==> config.mk <==
export PLATFORM = sky130hd
export DESIGN_NAME = elevator_call_dispatcher
export DESIGN_NICKNAME = d
export VERILOG_FILES = /design/src/ecd_pkg.sv /design/src/elevator_call_dispatcher.sv /design/src/ecd_scan.sv /design/src/ecd_core.sv
export SDC_FILE = /design/constraint.sdc
export NUM_CORES = 1
export LEC_CHECK = 0
export BUFFER_PORTS_ARGS = -buffer_cell sky130_fd_sc_hd__buf_2
export CAP_MARGIN = 0
export CORE_MARGIN = 2
export CORE_UTILIZATION = 40
export DETAILED_ROUTE_END_ITERATION = 16
export SYNTH_ARGS = -nofsm -noshare
export SYNTH_HDL_FRONTEND = slang
export SYNTH_HIERARCHICAL = 1
export SYNTH_SLANG_ARGS = --single-unit
==> constraint.sdc <==
create_clock -name clk -period 16.2 [get_ports clk]
set_input_delay 0.81 -clock clk [delete_from_list [all_inputs] [get_ports clk]]
set_output_delay 0.81 -clock clk [all_outputs]
set_load 0.005 [all_outputs]
==> src/ecd_pkg.sv <==
package ecd_pkg;

  localparam int FLOORS  = 5;
  localparam int FLOOR_W = 3;
  localparam int CNT_W   = 8;

  typedef logic [FLOOR_W-1:0]  floor_t;
  typedef logic [CNT_W-1:0]    cnt_t;
  typedef logic signed [1:0]   dir_t;

  localparam floor_t TOP_FLOOR = FLOOR_W'(FLOORS - 1);

  localparam dir_t DIR_IDLE = 2'sb00;
  localparam dir_t DIR_UP   = 2'sb01;
  localparam dir_t DIR_DOWN = 2'sb11;

  localparam logic KIND_CALL = 1'b0;
  localparam logic KIND_TICK = 1'b1;

  localparam logic CFG_LOWEST_GAP = 1'b0;
  localparam logic CFG_GAP        = 1'b1;

  localparam cnt_t LOWEST_GAP_RESET = 8'd114;
  localparam cnt_t GAP_RESET        = 8'd124;

  typedef struct packed {
    logic   found;
    floor_t floor;
    logic   up;
  } scan_t;

  typedef struct packed {
    floor_t floor_now;
    dir_t   moving_dir;
    cnt_t   progress_out;
    logic   door_cycled;
    cnt_t   riders_total;
  } result_t;

  function automatic cnt_t sat_add(input cnt_t a, input cnt_t b);
    logic [CNT_W:0] s;
    s = {1'b0, a} + {1'b0, b};
    return s[CNT_W] ? {CNT_W{1'b1}} : s[CNT_W-1:0];
  endfunction

  function automatic logic in_dir(input floor_t f, input floor_t t, input logic up);
    return up ? (t > f) : (t < f);
  endfunction

endpackage

==> src/elevator_call_dispatcher.sv <==
// channel   dir  handshake                      payload
// s_axis    in   s_axis_tvalid / s_axis_tready  tdata: from_floor, to_floor; tuser: kind
// m_axis    out  m_axis_tvalid / m_axis_tready  tdata: floor_now .. riders_total
// cfg       in   cfg_wen (no ready)             cfg_index, cfg_data
//
// one word per cycle sustained while results are taken; an accepted input word passes
// through the input register, then the whole update goes into the result register
// rst is synchronous: car at floor 0, idle, all counts zero, gaps 114 / 124
// input stalls only while the input register holds a word and the result register
// holds one that is not taken in the same cycle
module elevator_call_dispatcher import ecd_pkg::*; (
  input  logic        clk,
  input  logic        rst,
  input  logic        s_axis_tvalid,
  output logic        s_axis_tready,
  input  logic [7:0]  s_axis_tdata,   // [2:0] from_floor, [5:3] to_floor, [7:6] zero
  input  logic        s_axis_tuser,   // [0] kind
  output logic        m_axis_tvalid,
  input  logic        m_axis_tready,
  output logic [23:0] m_axis_tdata,   // [2:0] floor_now, [4:3] moving_dir, [12:5] progress_out,
                                      // [13] door_cycled, [21:14] riders_total, [23:22] zero
  input  logic        cfg_wen,
  input  logic        cfg_index,
  input  logic [7:0]  cfg_data
);

  cnt_t    lowest_gap_ticks;
  cnt_t    gap_ticks;
  logic    in_valid;
  logic    in_kind;
  floor_t  in_from;
  floor_t  in_to;
  logic    advance;
  result_t result;
  result_t out_res;

  always_ff @(posedge clk) begin
    if (rst) begin
      lowest_gap_ticks <= LOWEST_GAP_RESET;
      gap_ticks        <= GAP_RESET;
    end else if (cfg_wen) begin
      unique case (cfg_index)
        CFG_LOWEST_GAP: lowest_gap_ticks <= cfg_data;
        CFG_GAP:        gap_ticks        <= cfg_data;
        default:        ;
      endcase
    end
  end

  assign advance       = in_valid && (!m_axis_tvalid || m_axis_tready);
  assign s_axis_tready = !in_valid || advance;

  always_ff @(posedge clk) begin
    if (rst) begin
      in_valid <= 1'b0;
    end else if (s_axis_tready) begin
      in_valid <= s_axis_tvalid;
    end
  end

  always_ff @(posedge clk) begin
    if (s_axis_tvalid && s_axis_tready) begin
      in_kind <= s_axis_tuser;
      in_from <= s_axis_tdata[2:0];
      in_to   <= s_axis_tdata[5:3];
    end
  end

  ecd_core u_core (
    .clk              (clk),
    .rst              (rst),
    .proc             (advance),
    .kind             (in_kind),
    .from_floor       (in_from),
    .to_floor         (in_to),
    .lowest_gap_ticks (lowest_gap_ticks),
    .gap_ticks        (gap_ticks),
    .result           (result)
  );

  always_ff @(posedge clk) begin
    if (rst) begin
      m_axis_tvalid <= 1'b0;
    end else if (advance) begin
      m_axis_tvalid <= 1'b1;
    end else if (m_axis_tready) begin
      m_axis_tvalid <= 1'b0;
    end
  end

  always_ff @(posedge clk) begin
    if (advance) out_res <= result;
  end

  assign m_axis_tdata = {2'b00, out_res.riders_total, out_res.door_cycled,
                         out_res.progress_out, out_res.moving_dir, out_res.floor_now};

  a_result_follows: assert property (@(posedge clk) disable iff (rst)
    advance |=> m_axis_tvalid)
    else $error("processed word lost before the result register");

  a_no_overwrite: assert property (@(posedge clk) disable iff (rst)
    m_axis_tvalid && !m_axis_tready |-> !advance)
    else $error("pending result overwritten");

endmodule

==> src/ecd_scan.sv <==
module ecd_scan import ecd_pkg::*; (
  input  logic [FLOORS-1:0] up_wait,
  input  logic [FLOORS-1:0] dn_wait,
  output scan_t             scan
);

  // walk from the top so the earliest queue in priority order wins
  always_comb begin
    scan = '{found: 1'b0, floor: '0, up: 1'b1};
    for (int f = FLOORS - 1; f >= 0; f--) begin
      if (dn_wait[f]) begin
        scan = '{found: 1'b1, floor: FLOOR_W'(f), up: 1'b0};
      end
      if (up_wait[f]) begin
        scan = '{found: 1'b1, floor: FLOOR_W'(f), up: 1'b1};
      end
    end
  end

endmodule

==> src/ecd_core.sv <==
module ecd_core import ecd_pkg::*; (
  input  logic    clk,
  input  logic    rst,
  input  logic    proc,
  input  logic    kind,
  input  floor_t  from_floor,
  input  floor_t  to_floor,
  input  cnt_t    lowest_gap_ticks,
  input  cnt_t    gap_ticks,
  output result_t result
);

  floor_t cur_floor;
  dir_t   travel_dir;
  cnt_t   progress;
  cnt_t   riders [FLOORS];
  cnt_t   waiting [FLOORS][FLOORS];

  floor_t cur_floor_next;
  dir_t   dir_pre;
  dir_t   travel_dir_next;
  cnt_t   progress_next;
  cnt_t   riders_next [FLOORS];
  cnt_t   waiting_next [FLOORS][FLOORS];

  logic [FLOORS-1:0] up_wait;
  logic [FLOORS-1:0] dn_wait;
  scan_t             scan;

  logic           moving_up;
  cnt_t           seg_gap;
  logic [CNT_W:0] step;
  floor_t         arrive_floor;
  logic           arrived;
  logic           door;
  logic           board_en;
  floor_t         board_floor;
  logic           board_up;
  logic           clear_en;
  logic           call_en;
  logic           car_empty;
  cnt_t           total;

  always_comb begin
    for (int f = 0; f < FLOORS; f++) begin
      up_wait[f] = 1'b0;
      dn_wait[f] = 1'b0;
      for (int t = 0; t < FLOORS; t++) begin
        if (t > f && waiting[f][t] != '0) up_wait[f] = 1'b1;
        if (t < f && waiting[f][t] != '0) dn_wait[f] = 1'b1;
      end
    end
  end

  ecd_scan u_scan (
    .up_wait (up_wait),
    .dn_wait (dn_wait),
    .scan    (scan)
  );

  assign moving_up    = (travel_dir == DIR_UP);
  assign seg_gap      = ((moving_up && cur_floor == '0) || (!moving_up && cur_floor == 1))
                        ? lowest_gap_ticks : gap_ticks;
  assign step         = {1'b0, progress} + 9'd1;
  assign arrive_floor = moving_up ? cur_floor + 1'b1 : cur_floor - 1'b1;

  // control decisions for one word
  always_comb begin
    cur_floor_next = cur_floor;
    dir_pre        = travel_dir;
    progress_next  = progress;
    door           = 1'b0;
    arrived        = 1'b0;
    board_en       = 1'b0;
    board_floor    = cur_floor;
    board_up       = 1'b1;
    clear_en       = 1'b0;
    call_en        = 1'b0;
    if (proc) begin
      if (kind == KIND_CALL) begin
        call_en = (from_floor < FLOORS) && (to_floor < FLOORS) && (from_floor != to_floor);
      end else if (travel_dir == DIR_IDLE) begin
        if (scan.found) begin
          progress_next = '0;
          if (scan.floor > cur_floor) begin
            dir_pre = DIR_UP;
          end else if (scan.floor < cur_floor) begin
            dir_pre = DIR_DOWN;
          end else begin
            board_en    = 1'b1;
            board_floor = scan.floor;
            board_up    = scan.up;
            dir_pre     = scan.up ? DIR_UP : DIR_DOWN;
            door        = 1'b1;
          end
        end
      end else if (step < {1'b0, seg_gap}) begin
        progress_next = step[CNT_W-1:0];
      end else begin
        cur_floor_next = arrive_floor;
        progress_next  = '0;
        arrived        = 1'b1;
        board_en       = 1'b1;
        board_floor    = arrive_floor;
        board_up       = moving_up;
        clear_en       = 1'b1;
        door           = (moving_up ? up_wait[arrive_floor] : dn_wait[arrive_floor])
                         || (riders[arrive_floor] != '0);
      end
    end
  end

  // count updates, all destinations in parallel
  always_comb begin
    for (int t = 0; t < FLOORS; t++) begin
      riders_next[t] = riders[t];
      if (board_en && in_dir(board_floor, FLOOR_W'(t), board_up)) begin
        riders_next[t] = sat_add(riders[t], waiting[board_floor][t]);
      end
      if (clear_en && board_floor == FLOOR_W'(t)) riders_next[t] = '0;
    end
    for (int f = 0; f < FLOORS; f++) begin
      for (int t = 0; t < FLOORS; t++) begin
        waiting_next[f][t] = waiting[f][t];
        if (board_en && board_floor == FLOOR_W'(f)
            && in_dir(board_floor, FLOOR_W'(t), board_up)) begin
          waiting_next[f][t] = '0;
        end
        if (call_en && from_floor == FLOOR_W'(f) && to_floor == FLOOR_W'(t)) begin
          waiting_next[f][t] = sat_add(waiting[f][t], 8'd1);
        end
      end
    end
  end

  always_comb begin
    car_empty = 1'b1;
    total     = '0;
    for (int t = 0; t < FLOORS; t++) begin
      if (riders_next[t] != '0) car_empty = 1'b0;
      total = sat_add(total, riders_next[t]);
    end
  end

  always_comb begin
    travel_dir_next = dir_pre;
    if (arrived && (car_empty || (moving_up && arrive_floor == TOP_FLOOR)
                    || (!moving_up && arrive_floor == '0))) begin
      travel_dir_next = DIR_IDLE;
    end
  end

  always_ff @(posedge clk) begin
    if (rst) begin
      cur_floor  <= '0;
      travel_dir <= DIR_IDLE;
      progress   <= '0;
      for (int t = 0; t < FLOORS; t++) riders[t] <= '0;
      for (int f = 0; f < FLOORS; f++) begin
        for (int t = 0; t < FLOORS; t++) waiting[f][t] <= '0;
      end
    end else if (proc) begin
      cur_floor  <= cur_floor_next;
      travel_dir <= travel_dir_next;
      progress   <= progress_next;
      for (int t = 0; t < FLOORS; t++) riders[t] <= riders_next[t];
      for (int f = 0; f < FLOORS; f++) begin
        for (int t = 0; t < FLOORS; t++) waiting[f][t] <= waiting_next[f][t];
      end
    end
  end

  assign result = '{floor_now:    cur_floor_next,
                    moving_dir:   travel_dir_next,
                    progress_out: progress_next,
                    door_cycled:  door,
                    riders_total: total};

  a_idle_no_progress: assert property (@(posedge clk) disable iff (rst)
    travel_dir == DIR_IDLE |-> progress == '0)
    else $error("idle car with travel progress");

  a_call_keeps_car: assert property (@(posedge clk) disable iff (rst)
    proc && kind == KIND_CALL |=> $stable(cur_floor) && $stable(travel_dir) && $stable(progress))
    else $error("call word moved the car");

  a_floor_range: assert property (@(posedge clk) disable iff (rst)
    cur_floor <= TOP_FLOOR)
    else $error("car beyond top floor");

  a_hold_when_quiet: assert property (@(posedge clk) disable iff (rst)
    !proc |=> $stable(cur_floor) && $stable(travel_dir) && $stable(progress))
    else $error("car state changed without a word");

endmodule

Yosys cells after proc, flatten, opt, wreduce, memory -nomap -nowiden:

Memory sizes are Yosys's and may differ from the RTL's.
Cells that the tools add are included.

* $add $sub $neg: 37
* multiply operators: 0
* divide/modulo/power cells: 0
* order comparisons: 16
* eq/ne operators: 16
* shift operators: 0
* muxes and demuxes: 216
* bitwise operators: 31
* reductions and logical operators: 123

Operators with widths (count)
* $mux W8: 128
* $add A8 B1 Y9 const B: 26
* $reduce_bool A8 Y1: 26
* $add A8 B8 Y9: 9
* $logic_and A1 B1 Y1: 79
* $mux W1: 61
* $mux W5: 8
* $mux W3: 10
* $or A1 B1 Y1: 30
* $eq A3 B2 Y1 const B: 6
* $logic_not A3 Y1: 5
* $mux W2: 7
* $eq A3 B1 Y1 const B: 4
* $eq A3 B3 Y1 const B: 4
* $lt A9 B8 Y1: 1
* $bmux W1 S3: 2
* $gt A1 B3 Y1 const A: 2
* $gt A2 B3 Y1 const A: 2
* $logic_or A1 B1 Y1: 6
* $lt A1 B3 Y1 const A: 2
* $lt A2 B3 Y1 const A: 2
* $lt A3 B3 Y1 const B: 2
* $lt A3 B4 Y1 const B: 1
* $reduce_and A2 Y1: 2
* other kinds (12): 14

* register bits: 60
* bits in latches: 0
* bits in writable memories: 240
* ROM bits: 0
* input bits: 23
* output and inout bits: 26
* word-level logic and storage cells: 456
* memories kept: 2

Memories
* u_core.waiting: depth 5, width 40, rd ports 6, clocked after Yosys merged registers in 0, wr ports 5, RTL line ecd_core.sv:17 `cnt_t waiting [FLOORS][FLOORS];`
* u_core.riders: depth 5, width 8, rd ports 6, clocked after Yosys merged registers in 0, wr ports 5, RTL line ecd_core.sv:16 `cnt_t riders [FLOORS];`

Depth between registers and ports, before layout:

Gate-level depths: netlist (run 1).
An unclocked memory read counts as a cell.

* depth after elaboration: 36
* mapped depth: 75
* mapped depth without buffers: 72

Hierarchy:

The synthesis (run 1) kept the hierarchy.

By module, submodules not included
* ecd_core: instances 1, cells each 1962, area each 18474.0 um2, seq. area each 7467.2 um2
* elevator_call_dispatcher: instances 1, cells each 108, area each 1629.1 um2, seq. area each 1231.2 um2
* ecd_scan: instances 1, cells each 18, area each 115.1 um2, seq. area each 0.0 um2

Worst setup path before layout (run 1):

Ideal clock, no wire load.

* path kind: register -> register
* start: reg u_core.cur_floor[0]
* end: reg out_res, in the netlist m_axis_tdata[14] (data pin)
* library setup time: 0.270 ns
* arrival time: 12.874 ns
* data required time: 15.930 ns
* slack: 3.056 ns
* stages on the path, launching flop included: 71
* path buffers: 5
* clock period less this slack: 13.144 ns
* cells stage by stage: dfxtp_1 -> clkbuf_1 -> clkinv_1 -> ha_1 -> and4bb_1 -> a31o_1 -> buf_6 -> mux2i_1 -> ha_1 -> and4_1 -> nand4_1 -> a211oi_4 -> nor3_4 -> nor3_1 -> a311o_1 -> clkbuf_1 -> clkbuf_1 -> o22ai_1 -> [... 35 more ...] -> a21oi_1 -> nor2_1 -> nor2_1 -> o21bai_1 -> a21oi_1 -> o21bai_1 -> a21oi_1 -> nand2b_1 -> ha_1 -> fa_1 -> a21oi_1 -> nor2_1 -> nor2_1 -> o21bai_1 -> a21oi_1 -> o21bai_1 -> a21oi_1 -> nand2b_1

RTL lines
* start, declared: RTL line ecd_core.sv:13 `floor_t cur_floor;`
* start signal, assigned: RTL line ecd_core.sv:163 `cur_floor <= cur_floor_next;`
* end signal, assigned: RTL line elevator_call_dispatcher.sv:92 `if (advance) out_res <= result;`
* end, declared: RTL line elevator_call_dispatcher.sv:35 `result_t out_res;`

==> impl_metrics.env, run 1 <==
export IMPL_synth_compound_area_share_pct=16.6
export IMPL_num_antenna_cells=0
export IMPL_synth_xor_area_share_pct=5.50
export IMPL_final_nets=2331
export IMPL_dieArea_mm2=0.0524
export IMPL_drc=0
export IMPL_mostFrequentLayoutCells="edfxtp_1 (269), a21oi_1 (243), nor2_1 (173)"
export IMPL_power_density_mw_per_mm2=101
export IMPL_r2r_end="m_axis_tdata[16]"
export IMPL_hpwlAfterDp_mm=41.1
export IMPL_synth_top_family_by_area="simple AND/OR/NAND/NOR gates"
export IMPL_drt_total_wl_mm=56.2
export IMPL_hold_buffers=0
export IMPL_p_int_mw=1.62
export IMPL_cp_required_ns=16.48
export IMPL_clock_latency_ns=0.55
export IMPL_worst_slew_pin_slew_ns=1.11
export IMPL_period_minus_slack_ns=15.04
export IMPL_critical_path_max_stage_delay_ns=0.79
export IMPL_synth_cell_types=91
export IMPL_drv_cap=0
export IMPL_vdd_drop_max_mv=0.128
export IMPL_vias=16600
export IMPL_hold_depth=1
export IMPL_vias_per_cell=5.79
export IMPL_synthesis_area_per_instance_um2=9.68
export IMPL_ys_ff_latch=300
export IMPL_hp_start="s_axis_tdata[4]"
export IMPL_die_w_um=229
export IMPL_grt_pass1_vias=15700
export IMPL_drtAntennaViolNets=0
export IMPL_grt_pass1_wl_mm=87.5
export IMPL_yosys_area_share_simple_pct=19.0
export IMPL_io_pins=49
export IMPL_clk_pin_slew_ns=0.06
export IMPL_muxShareOfSynthArea_pct=3.21
export IMPL_static_leakage_power_nw=8.74
export IMPL_arrival_ns=15.32
export IMPL_reg2reg_from="u_core/waiting[3][32]"
export IMPL_finish_utilization_pct=45.1
export IMPL_grt_setup_unrepaired="false"
export IMPL_overflow=0
export IMPL_dr_pass1_iters=6
export IMPL_drive_gt1_share_pct=8.87
export IMPL_cp_end_kind="register"
export IMPL_gp_congestion=0.926
export IMPL_synth_edff_count=269
export IMPL_hold_viol=0
export IMPL_die_h_um=229
export IMPL_pwr_share_comb_pct=21.5
export IMPL_cts_sinks=300
export IMPL_async_flop_share_pct=0
export IMPL_numCtsBuffers=37
export IMPL_fin_crit_sh_pct=92.9
export IMPL_synthFlopType="edfxtp_1"
export IMPL_syn_area_mm2=0.0202
export IMPL_crit_slowest_cell="or4_1"
export IMPL_ys_warn_count=6
export IMPL_crit_top_cell="a21oi_1"
export IMPL_maxSlewHeadroom_pct=26.0
export IMPL_antenna_found_initial=2
export IMPL_netlist_top_cells_area="edfxtp_1 (40%), ha_1 (7.9%), a21oi_1 (6.0%)"
export IMPL_grt_max_degree=55
export IMPL_clock_skew_ns=0.0183
export IMPL_crit_path_start_kind="register"
export IMPL_synth_cells=2088
export IMPL_fp_coreArea_mm2=0.0501
export IMPL_wl_per_cell_um=19.6
export IMPL_clkPwrFrac_pct=37.2
export IMPL_min_to="in_to[1]"
export IMPL_clk_path_buf_depth=3
export IMPL_synth_top_cell_area_share_pct=40.0
export IMPL_p_seq_share_pct=41.3
export IMPL_cts_root_buf="clkbuf_16"
export IMPL_drt_iter0_markers=1433
export IMPL_finalSetupViolCount=0
export IMPL_crit_type="reg2reg"
export IMPL_status="finished, final reports clean"
export IMPL_reg2reg_depth=70
export IMPL_portBuffers=44
export IMPL_slew_viol_final=0
export IMPL_grt_util_all_layers_pct=21.0
export IMPL_synth_top_area_cell="edfxtp_1"
export IMPL_yosys_area_share_adder_pct=8.81
export IMPL_area_growth_pct=11.6
export IMPL_p_sw_share_pct=28.8
export IMPL_fin_area_mm2=0.0226
export IMPL_r2r_slack_ns=1.16
export IMPL_cts_tree="yes"
export IMPL_place_area_mm2=0.0213
export IMPL_switchingPower_mw=0.657
export IMPL_hp_class="in2reg"
export IMPL_tns_ns=0
export IMPL_power_mw=2.28
export IMPL_ctsHtreeMaxLevel=2
export IMPL_synth_seq_area_share_pct=43.0
export IMPL_final_common_cell="edfxtp_1"
export IMPL_worstPathMaxFanout=12
export IMPL_start_util_pct=40.4
export IMPL_max_freq_mhz=66.5
export IMPL_rows=82
==> layout make-up <==
class,instances,area (um^2)
inverters,117,439
fillers,4847,27500
multi-input cells,1647,11000
clock buffers,47,1010
repair buffers,68,403
well taps,672,841
flip-flops and latches,300,8700
clock inverters,20,224
==> through the flow <==
stage / setup WS, ns / std cells / hold slack, ns
floorplan: 3.06 / 2134 / 0.434
global placement: 1.06 / 2802 / 0.441
detailed placement: 0.781 / 2802 / 0.454
CTS: 0.683 / 2869 / 0.415
global route: 0.0670 / 2871 / 0.422
finish: 1.16 / 2871 / 0.441
==> cell usage after synthesis, drive strengths merged (5+ instances only) <==
| library cell | instances |
|---|---|
| o21bai | 16 |
| o21a | 8 |
| buf | 24 |
| nor2 | 176 |
| o22ai | 83 |
| a211o | 6 |
| a21o | 22 |
| clkbuf | 47 |
| a221o | 5 |
| edfxtp | 269 |
| a21oi | 245 |
| a31oi | 5 |
| nor3 | 79 |
| nor4 | 36 |
| dfxtp | 31 |
| mux2i | 31 |
| mux2 | 28 |
| and3 | 49 |
| or4 | 9 |
| o31ai | 5 |
| nand4 | 34 |
| nor4b | 13 |
| xor2 | 48 |
| and2 | 32 |
| nand2 | 141 |
| a311oi | 6 |
| nand2b | 34 |
| nor2b | 24 |
| a22o | 5 |
| a211oi | 27 |
| nand3b | 7 |
| fa | 9 |
| or3 | 10 |
| nand3 | 74 |
| inv | 116 |
| xnor2 | 79 |
| a31o | 13 |
| ha | 128 |
| o21ai | 54 |
==> critical path, delay by kind of cell, from the launching register on <==
kind | cells | cell delay [ns]
fa+ha+maj | 11 | 3.19
flops | 1 | 0.44
simple gates | 25 | 4.56
buf+inv | 4 | 0.38
compound gates | 30 | 6.16
==> kinds of logic (layout without fill, tap and decap cells) <==
| family | count (synthesis) | in the layout |
|---|---|---|
| compound gates | 533 | 533 |
| xor+xnor | 127 | 127 |
| fa+ha+maj | 137 | 137 |
| buf+inv | 188 | 252 |
| flops | 300 | 300 |
| mux | 60 | 60 |
| other cells | 2 | 48 |
| simple gates | 741 | 742 |
==> registers in the layout, indices dropped and copies added, names as in the netlist, 8 cells and up <==
signal	cells
u_core/progress	8
gap_ticks	8
lowest_gap_ticks	8
u_core/waiting	200
m_axis_tdata	22
u_core/riders	40
==> worst max-delay path by stage <==
| stage | startpoint | end | slack, ns | depth (start not counted) |
|---|---|---|---|---|
| after floorplan | u_core/cur_floor[0] | m_axis_tdata[14] | 3.06 | 70 |
| after global placement | u_core/waiting[3][32] | m_axis_tdata[16] | 1.06 | 72 |
| after detailed placement | u_core/waiting[3][32] | m_axis_tdata[16] | 0.78 | 72 |
| after CTS | u_core/waiting[3][32] | m_axis_tdata[16] | 0.68 | 72 |
| after global routing | u_core/waiting[3][32] | m_axis_tdata[17] | 0.07 | 72 |
| final | u_core/waiting[3][32] | m_axis_tdata[16] | 1.16 | 70 |
==> repair_timing <==
item / 4_1_cts / 5_1_grt
setup buffers: 0 / 1
gates resized for setup: 0 / 2
setup endpoints to repair: 0 / 8
==> power groups by stage <==
stage          clock (mW)  sequential (mW)  combinational (mW)
2_1_floorplan           0            0.943               0.354
3_3_place_gp            0            0.955               0.471
3_5_place_dp            0            0.956               0.476
4_1_cts             0.868            0.940               0.485
5_1_grt             0.901            0.946               0.547
6_report            0.848            0.941               0.491
==> per-layer routing <==
| layer | share of wire [%] | global-route usage, % | vias to the layer above | wire length (um) |
|---|---|---|---|---|
| li1 | - | - | 7944 | - |
| met1 | 45 | 29.0 | 8094 | 25400 |
| met2 | 45 | 32.7 | 478 | 25000 |
| met3 | 6.5 | 3.57 | 99 | 3640 |
| met4 | 3.8 | 8.64 | 0 | 2130 |
| met5 | 0 | 0 | - | 0 |
Note: power is estimated with default switching activity, not from simulation.
==> inputs of run 2 (changes only) <==
--- a/config.mk
+++ b/config.mk
@@ -12,2 +12,3 @@
 export DETAILED_ROUTE_END_ITERATION = 16
+export RECOVER_POWER = 100
 export SYNTH_ARGS = -nofsm -noshare
--- a/constraint.sdc
+++ b/constraint.sdc
@@ -3,2 +3,2 @@
 set_output_delay 0.81 -clock clk [all_outputs]
-set_load 0.005 [all_outputs]
+set_load 0.05 [all_outputs]
==> impl_metrics.env, run 2 (synthesis gave the netlist of run 1 again) <==
export IMPL_numCtsBuffers=37
export IMPL_clkPwrFrac_pct=36.6
export IMPL_drive_gt1_share_pct=7.19
export IMPL_multi_input_area_mm2=0.0109
export IMPL_drc=0
export IMPL_clk_pin_slew_ns=0.06
export IMPL_start_util_pct=40.4
export IMPL_vias_per_cell=5.79
export IMPL_overflow=0
export IMPL_crit_top_cell="a21oi_1"
export IMPL_hp_class="in2reg"
export IMPL_hpwlAfterDp_mm=41.1
export IMPL_hold_viol=0
export IMPL_drt_iter0_markers=1367
export IMPL_r2r_end="m_axis_tdata[16]"
export IMPL_place_area_mm2=0.0213
export IMPL_vdd_drop_max_mv=0.147
export IMPL_violations="max-capacitance violations, max-slew violations"
export IMPL_setup_ws_ns=1.06
export IMPL_crit_slowest_cell="a211oi_1"
export IMPL_regArea_mm2=0.00870
export IMPL_switchingPower_mw=0.696
export IMPL_period_minus_slack_ns=15.14
export IMPL_finish_utilization_pct=44.9
export IMPL_clock_skew_ns=0.0194
export IMPL_p_sw_share_pct=30.1
export IMPL_fin_cells=2872
export IMPL_gp_congestion=0.926
export IMPL_cts_sinks=300
export IMPL_fp_coreArea_mm2=0.0501
export IMPL_crit_type="reg2reg"
export IMPL_dieArea_mm2=0.0524
export IMPL_power_density_mw_per_mm2=103
export IMPL_placed_cells=2802
export IMPL_cts_root_buf="clkbuf_16"
export IMPL_status="finished with violations"
export IMPL_finalSetupViolCount=0
export IMPL_grt_pass1_wl_mm=87.5
export IMPL_wl_per_cell_um=19.6
export IMPL_worstPathMaxFanout=31
export IMPL_grt_util_all_layers_pct=21.0
export IMPL_max_freq_mhz=66.1
export IMPL_worst_slew_pin_slew_ns=3.17
export IMPL_reg2reg_from="u_core/cur_floor[0]"
export IMPL_largest_reg_flops=200
export IMPL_slew_viol_final=165
export IMPL_dp_worst_setup_slack_ns=0.781
export IMPL_r2r_slack_ns=1.06
export IMPL_cp_required_ns=16.48
export IMPL_fin_crit_sh_pct=93.5
export IMPL_grt_max_degree=55
export IMPL_fin_area_mm2=0.0225
export IMPL_portBuffers=44
export IMPL_area_growth_pct=11.2
export IMPL_arrival_ns=15.41
export IMPL_cts_tree="yes"
export IMPL_grt_setup_unrepaired="false"
export IMPL_cp_end_kind="register"
export IMPL_reg2reg_depth=68
export IMPL_drv_cap=4
export IMPL_tns_ns=0
export IMPL_hp_start="s_axis_tdata[4]"
export IMPL_pwr_share_comb_pct=22.7
export IMPL_ctsHtreeMaxLevel=2
export IMPL_die_w_um=229
export IMPL_rows=82
export IMPL_antenna_found_initial=2
export IMPL_dr_pass1_iters=5
export IMPL_p_seq_share_pct=40.7
export IMPL_vias=16600
export IMPL_clk_path_buf_depth=3
export IMPL_io_pins=49
export IMPL_min_to="in_to[1]"
export IMPL_hold_depth=1
export IMPL_final_common_cell="edfxtp_1"
export IMPL_mostFrequentLayoutCells="edfxtp_1 (269), a21oi_1 (243), nor2_1 (173)"
export IMPL_final_nets=2331
export IMPL_crit_path_start_kind="register"
export IMPL_die_h_um=229
export IMPL_drt_total_wl_mm=56.4
export IMPL_largest_register="u_core/waiting"
export IMPL_p_int_mw=1.62
export IMPL_critical_path_max_stage_delay_ns=1.09
export IMPL_clock_latency_ns=0.55
export IMPL_drtAntennaViolNets=0
export IMPL_hold_buffers=0
export IMPL_grt_pass1_vias=15700
export IMPL_static_leakage_power_nw=8.62
export IMPL_maxSlewHeadroom_pct=-112
export IMPL_fill_cells=4873
[run 2: cell count changes in the layout (fill, tap and decap cells not counted), moves of 9 or more]
cell,delta
and2_1,-18
and2_0,+18
clkbuf_1,+33
buf_2,-24
buf_4,-9
[run 2: power groups by stage]
stage	sequential (mW)	combinational [mW]	clock (mW)
2_1_floorplan	0.982	0.355	0
3_3_place_gp	0.955	0.510	0
3_5_place_dp	0.956	0.514	0
6_report	0.942	0.526	0.848
4_1_cts	0.940	0.524	0.868
5_1_grt	0.948	0.582	0.901
[run 2: timing repair]
| item | 4_1_cts | 5_1_grt |
|---|---|---|
| setup buffers | 0 | 1 |
| gates resized for setup | 0 | 2 |
| endpoints found under the setup margin | 0 | 8 |
[run 2: routing by layer]
| layer | vias to the layer above | global-route usage [%] | wire length, um | part of all wire [%] |
|---|---|---|---|---|
| li1 | 7942 | - | - | - |
| met1 | 8090 | 29.0 | 25600 | 45 |
| met2 | 505 | 32.7 | 25100 | 44 |
| met3 | 101 | 3.57 | 3560 | 6.3 |
| met4 | 0 | 8.64 | 2170 | 3.9 |
| met5 | - | 0 | 0 | 0 |
[run 2: how the worst max path moves through the flow]
stage | start | to | slack (ns) | depth (start not counted)
2_1_floorplan | u_core/cur_floor[0] | m_axis_tdata[14] | 3.06 | 70
3_3_place_gp | u_core/waiting[3][32] | m_axis_tdata[16] | 1.06 | 72
3_5_place_dp | u_core/waiting[3][32] | m_axis_tdata[16] | 0.78 | 72
4_1_cts | u_core/waiting[3][32] | m_axis_tdata[16] | 0.68 | 72
5_1_grt | u_core/cur_floor[0] | m_axis_tdata[17] | 0.04 | 68
6_report | u_core/cur_floor[0] | m_axis_tdata[16] | 1.06 | 68
[run 2: cell type report]
type	instances	share of cell area, %
flip-flops and latches	300	38.7
diodes	1	0.0111
well taps	672	3.74
inverters	117	1.95
clock inverters	20	0.996
clock buffers	47	4.48
repair buffers	68	1.51
multi-input cells	1647	48.6
[run 2: through the flow]
stage                     power (mW)  hold WS [ns]
after floorplan                 1.34         0.434
after global placement          1.46         0.441
after detailed placement        1.47         0.454
after CTS                       2.33         0.415
after global routing            2.43         0.422
final                           2.32         0.441
[run 2: worst max-delay path: cells and delay by family, from the launching register on]
family                   cells  cell delay [ns]
AND/OR/NAND/NOR             24             3.90
multiplexers                 1             0.19
adder cells (fa/ha/maj)     11             3.30
flip-flops                   1             0.33
buffers and inverters        4             0.86
AO/OA/AOI/OAI               28             6.25
==> inputs of run 3 (changes only) <==
Settings changed: BUFFER_PORTS_ARGS -buffer_cell sky130_fd_sc_hd__buf_2 to -buffer_cell sky130_fd_sc_hd__buf_4, MAX_ROUTING_LAYER set to met4, SYNTH_HIERARCHICAL 1 to not set.
==> impl_metrics.env, run 3 <==
export IMPL_final_nets=2558
export IMPL_drv_cap=4
export IMPL_critical_path_max_stage_delay_ns=0.67
export IMPL_ys_warn_count=0
export IMPL_gp_congestion=0.946
export IMPL_cts_root_buf="clkbuf_16"
export IMPL_final_common_cell="nand2_1"
export IMPL_cp_end_kind="register"
export IMPL_worstPathMaxFanout=29
export IMPL_largest_reg_flops=200
export IMPL_syn_area_mm2=0.0210
export IMPL_drtAntennaViolNets=0
export IMPL_busiest_layer="met2"
export IMPL_grt_max_degree=69
export IMPL_clk_path_buf_depth=3
export IMPL_die_h_um=233
export IMPL_clkPwrFrac_pct=35.9
export IMPL_num_antenna_cells=0
export IMPL_max_freq_mhz=68.1
export IMPL_overflow=0
export IMPL_yosysMostFrequentCell="nand2_1"
export IMPL_drt_total_wl_mm=60.9
export IMPL_area_growth_pct=10.8
export IMPL_largest_register="u_core.waiting"
export IMPL_fin_crit_sh_pct=90.7
export IMPL_start_util_pct=40.7
export IMPL_netlist_top_cells_area="edfxtp_1 (39%), ha_1 (7.6%), nand2_1 (6.5%)"
export IMPL_dp_worst_setup_slack_ns=0.963
export IMPL_portBuffers=44
export IMPL_crit_path_start_kind="register"
export IMPL_power_mw=2.38
export IMPL_io_pins=49
export IMPL_cts_sinks=300
export IMPL_synth_cell_types=91
export IMPL_crit_top_cell="a21oi_1"
export IMPL_finish_utilization_pct=45.1
export IMPL_synth_edff_count=269
export IMPL_use_met2_pct=37.1
export IMPL_hold_viol=0
export IMPL_wl_per_cell_um=19.6
export IMPL_tns_ns=0
export IMPL_switchingPower_mw=0.752
export IMPL_fin_area_mm2=0.0232
export IMPL_slew_viol_final=158
export IMPL_rows=83
export IMPL_cts_tree="yes"
export IMPL_clock_skew_ns=0.0193
export IMPL_grt_use_met1_pct=30.2
export IMPL_place_area_mm2=0.0221
export IMPL_drive_gt1_share_pct=5.97
export IMPL_fin_hold_ws_ns=0.449
export IMPL_p_seq_share_pct=40.2
export IMPL_die_w_um=233
export IMPL_multi_input_area_mm2=0.0115
export IMPL_static_leakage_power_nw=8.96
export IMPL_mostFrequentLayoutCells="nand2_1 (362), edfxtp_1 (269), a21oi_1 (215)"
export IMPL_fill_cells=5006
export IMPL_status="finished with violations"
export IMPL_hpwlAfterDp_mm=45.1
export IMPL_clock_latency_ns=0.57
export IMPL_synthFlopType="edfxtp_1"
export IMPL_violations="max-capacitance violations, max-slew violations"
export IMPL_regArea_mm2=0.00870
export IMPL_placed_cells=3036
export IMPL_grt_pass1_wl_mm=95.4
export IMPL_finalSetupViolCount=0
export IMPL_crit_slowest_cell="dfxtp_1"
export IMPL_antenna_found_initial=1
export IMPL_dr_pass1_iters=5
export IMPL_fp_coreArea_mm2=0.0515
export IMPL_synth_seq_area_share_pct=41.5
export IMPL_grt_pass1_vias=17200
export IMPL_ctsHtreeMaxLevel=2
export IMPL_crit_type="reg2reg"
export IMPL_async_flop_share_pct=0
export IMPL_worst_slew_pin_slew_ns=2.66
export IMPL_fin_cells=3108
export IMPL_clk_pin_slew_ns=0.06
export IMPL_power_density_mw_per_mm2=102
export IMPL_drc=0
export IMPL_p_sw_share_pct=31.6
export IMPL_arrival_ns=14.98
export IMPL_synthesis_area_per_instance_um2=8.97
export IMPL_vias=18000
export IMPL_synth_top_area_cell="edfxtp_1"
export IMPL_drt_iter0_markers=1703
export IMPL_cp_required_ns=16.49
export IMPL_period_minus_slack_ns=14.69
export IMPL_hp_class="in2reg"
export IMPL_p_int_mw=1.63
export IMPL_use_met3_pct=3.24
export IMPL_dieArea_mm2=0.0542
export IMPL_vias_per_cell=5.78
export IMPL_pwr_share_comb_pct=23.9
export IMPL_maxSlewHeadroom_pct=-77.1
export IMPL_hold_buffers=0
export IMPL_vdd_drop_max_mv=0.0653
export IMPL_numCtsBuffers=38
export IMPL_synthTopCellsByCount="nand2_1 (363), edfxtp_1 (269), a21oi_1 (218)"
export IMPL_grt_util_all_layers_pct=23.1
export IMPL_setup_ws_ns=1.51
export IMPL_synth_top_cell_area_share_pct=38.6
export IMPL_synth_cells=2336
export IMPL_ys_ff_latch=300
-- run 3: changes by cell type in the layout (fill, tap and decap cells not counted), sizes merged, moves of 15 or more --
cell	before	now
a21oi	245	219
a31oi	5	31
o211ai	4	23
o22ai	83	3
inv	117	132
mux2	28	3
nand3	74	103
o21ai	54	159
nor2	176	137
nand2	141	364
clkbuf	80	100
-- run 3: worst max-delay path, delay by kind of cell (launching register included) --
| family | cells | cell delay, ns |
|---|---|---|
| and+or+nand+nor | 21 | 3.07 |
| AOI/OAI and AO/OA | 33 | 7.05 |
| DFF | 1 | 0.67 |
| buffers and inverters | 3 | 0.43 |
| adders and majority gates | 10 | 2.88 |
| muxes | 1 | 0.27 |
-- run 3: power groups by stage --
stage | logic, mW | clock network, mW | registers [mW]
2_1_floorplan | 0.402 | 0 | 0.992
4_1_cts | 0.578 | 0.871 | 0.954
3_3_place_gp | 0.562 | 0 | 0.967
3_5_place_dp | 0.575 | 0 | 0.969
6_report | 0.569 | 0.854 | 0.956
5_1_grt | 0.643 | 0.897 | 0.962
-- run 3: timing repair --
item,CTS,global route
setup endpoints to repair,0,8
resized for setup,0,8
buffers inserted,0,2
-- run 3: layout make-up --
class / count / share of cell area, %
Tap cell: 680 / 3.66
Multi-Input combinational cell: 1847 / 49.6
Sequential cell: 300 / 37.5
Clock buffer: 49 / 4.63
Inverter: 131 / 2.12
Clock inverter: 20 / 0.674
Timing Repair Buffer: 81 / 1.89
-- run 3: logic make-up after synthesis --
logic type      Yosys count  share of synthesized area (%)
simple gates            950                           22.6
xor+xnor                123                           5.14
fa+ha+maj               136                           8.44
flops                   300                           41.5
mux                      29                           1.42
buf+inv                 231                           4.33
other cells               1                         0.0179
compound gates          566                           16.5
-- run 3: worst paths after layout --
kind	slack (ns)	endpoint	startpoint	cells past startpoint
worst max register to register	1.51	m_axis_tdata[21]	u_core.cur_floor[0]	68
worst min register to register	0.46	lowest_gap_ticks[7]	lowest_gap_ticks[7]	2
worst max-delay path	1.51	m_axis_tdata[21]	u_core.cur_floor[0]	68
worst min-delay path	0.45	in_to[1]	s_axis_tdata[4]	1
-- run 3: metal layers --
metal,wire [um],part of all wire [%],vias to the layer above
li1,-,-,8600
met1,26900,44,8625
met4,1780,2.9,0
met2,28300,47,606
met5,0,0,-
met3,3960,6.5,120
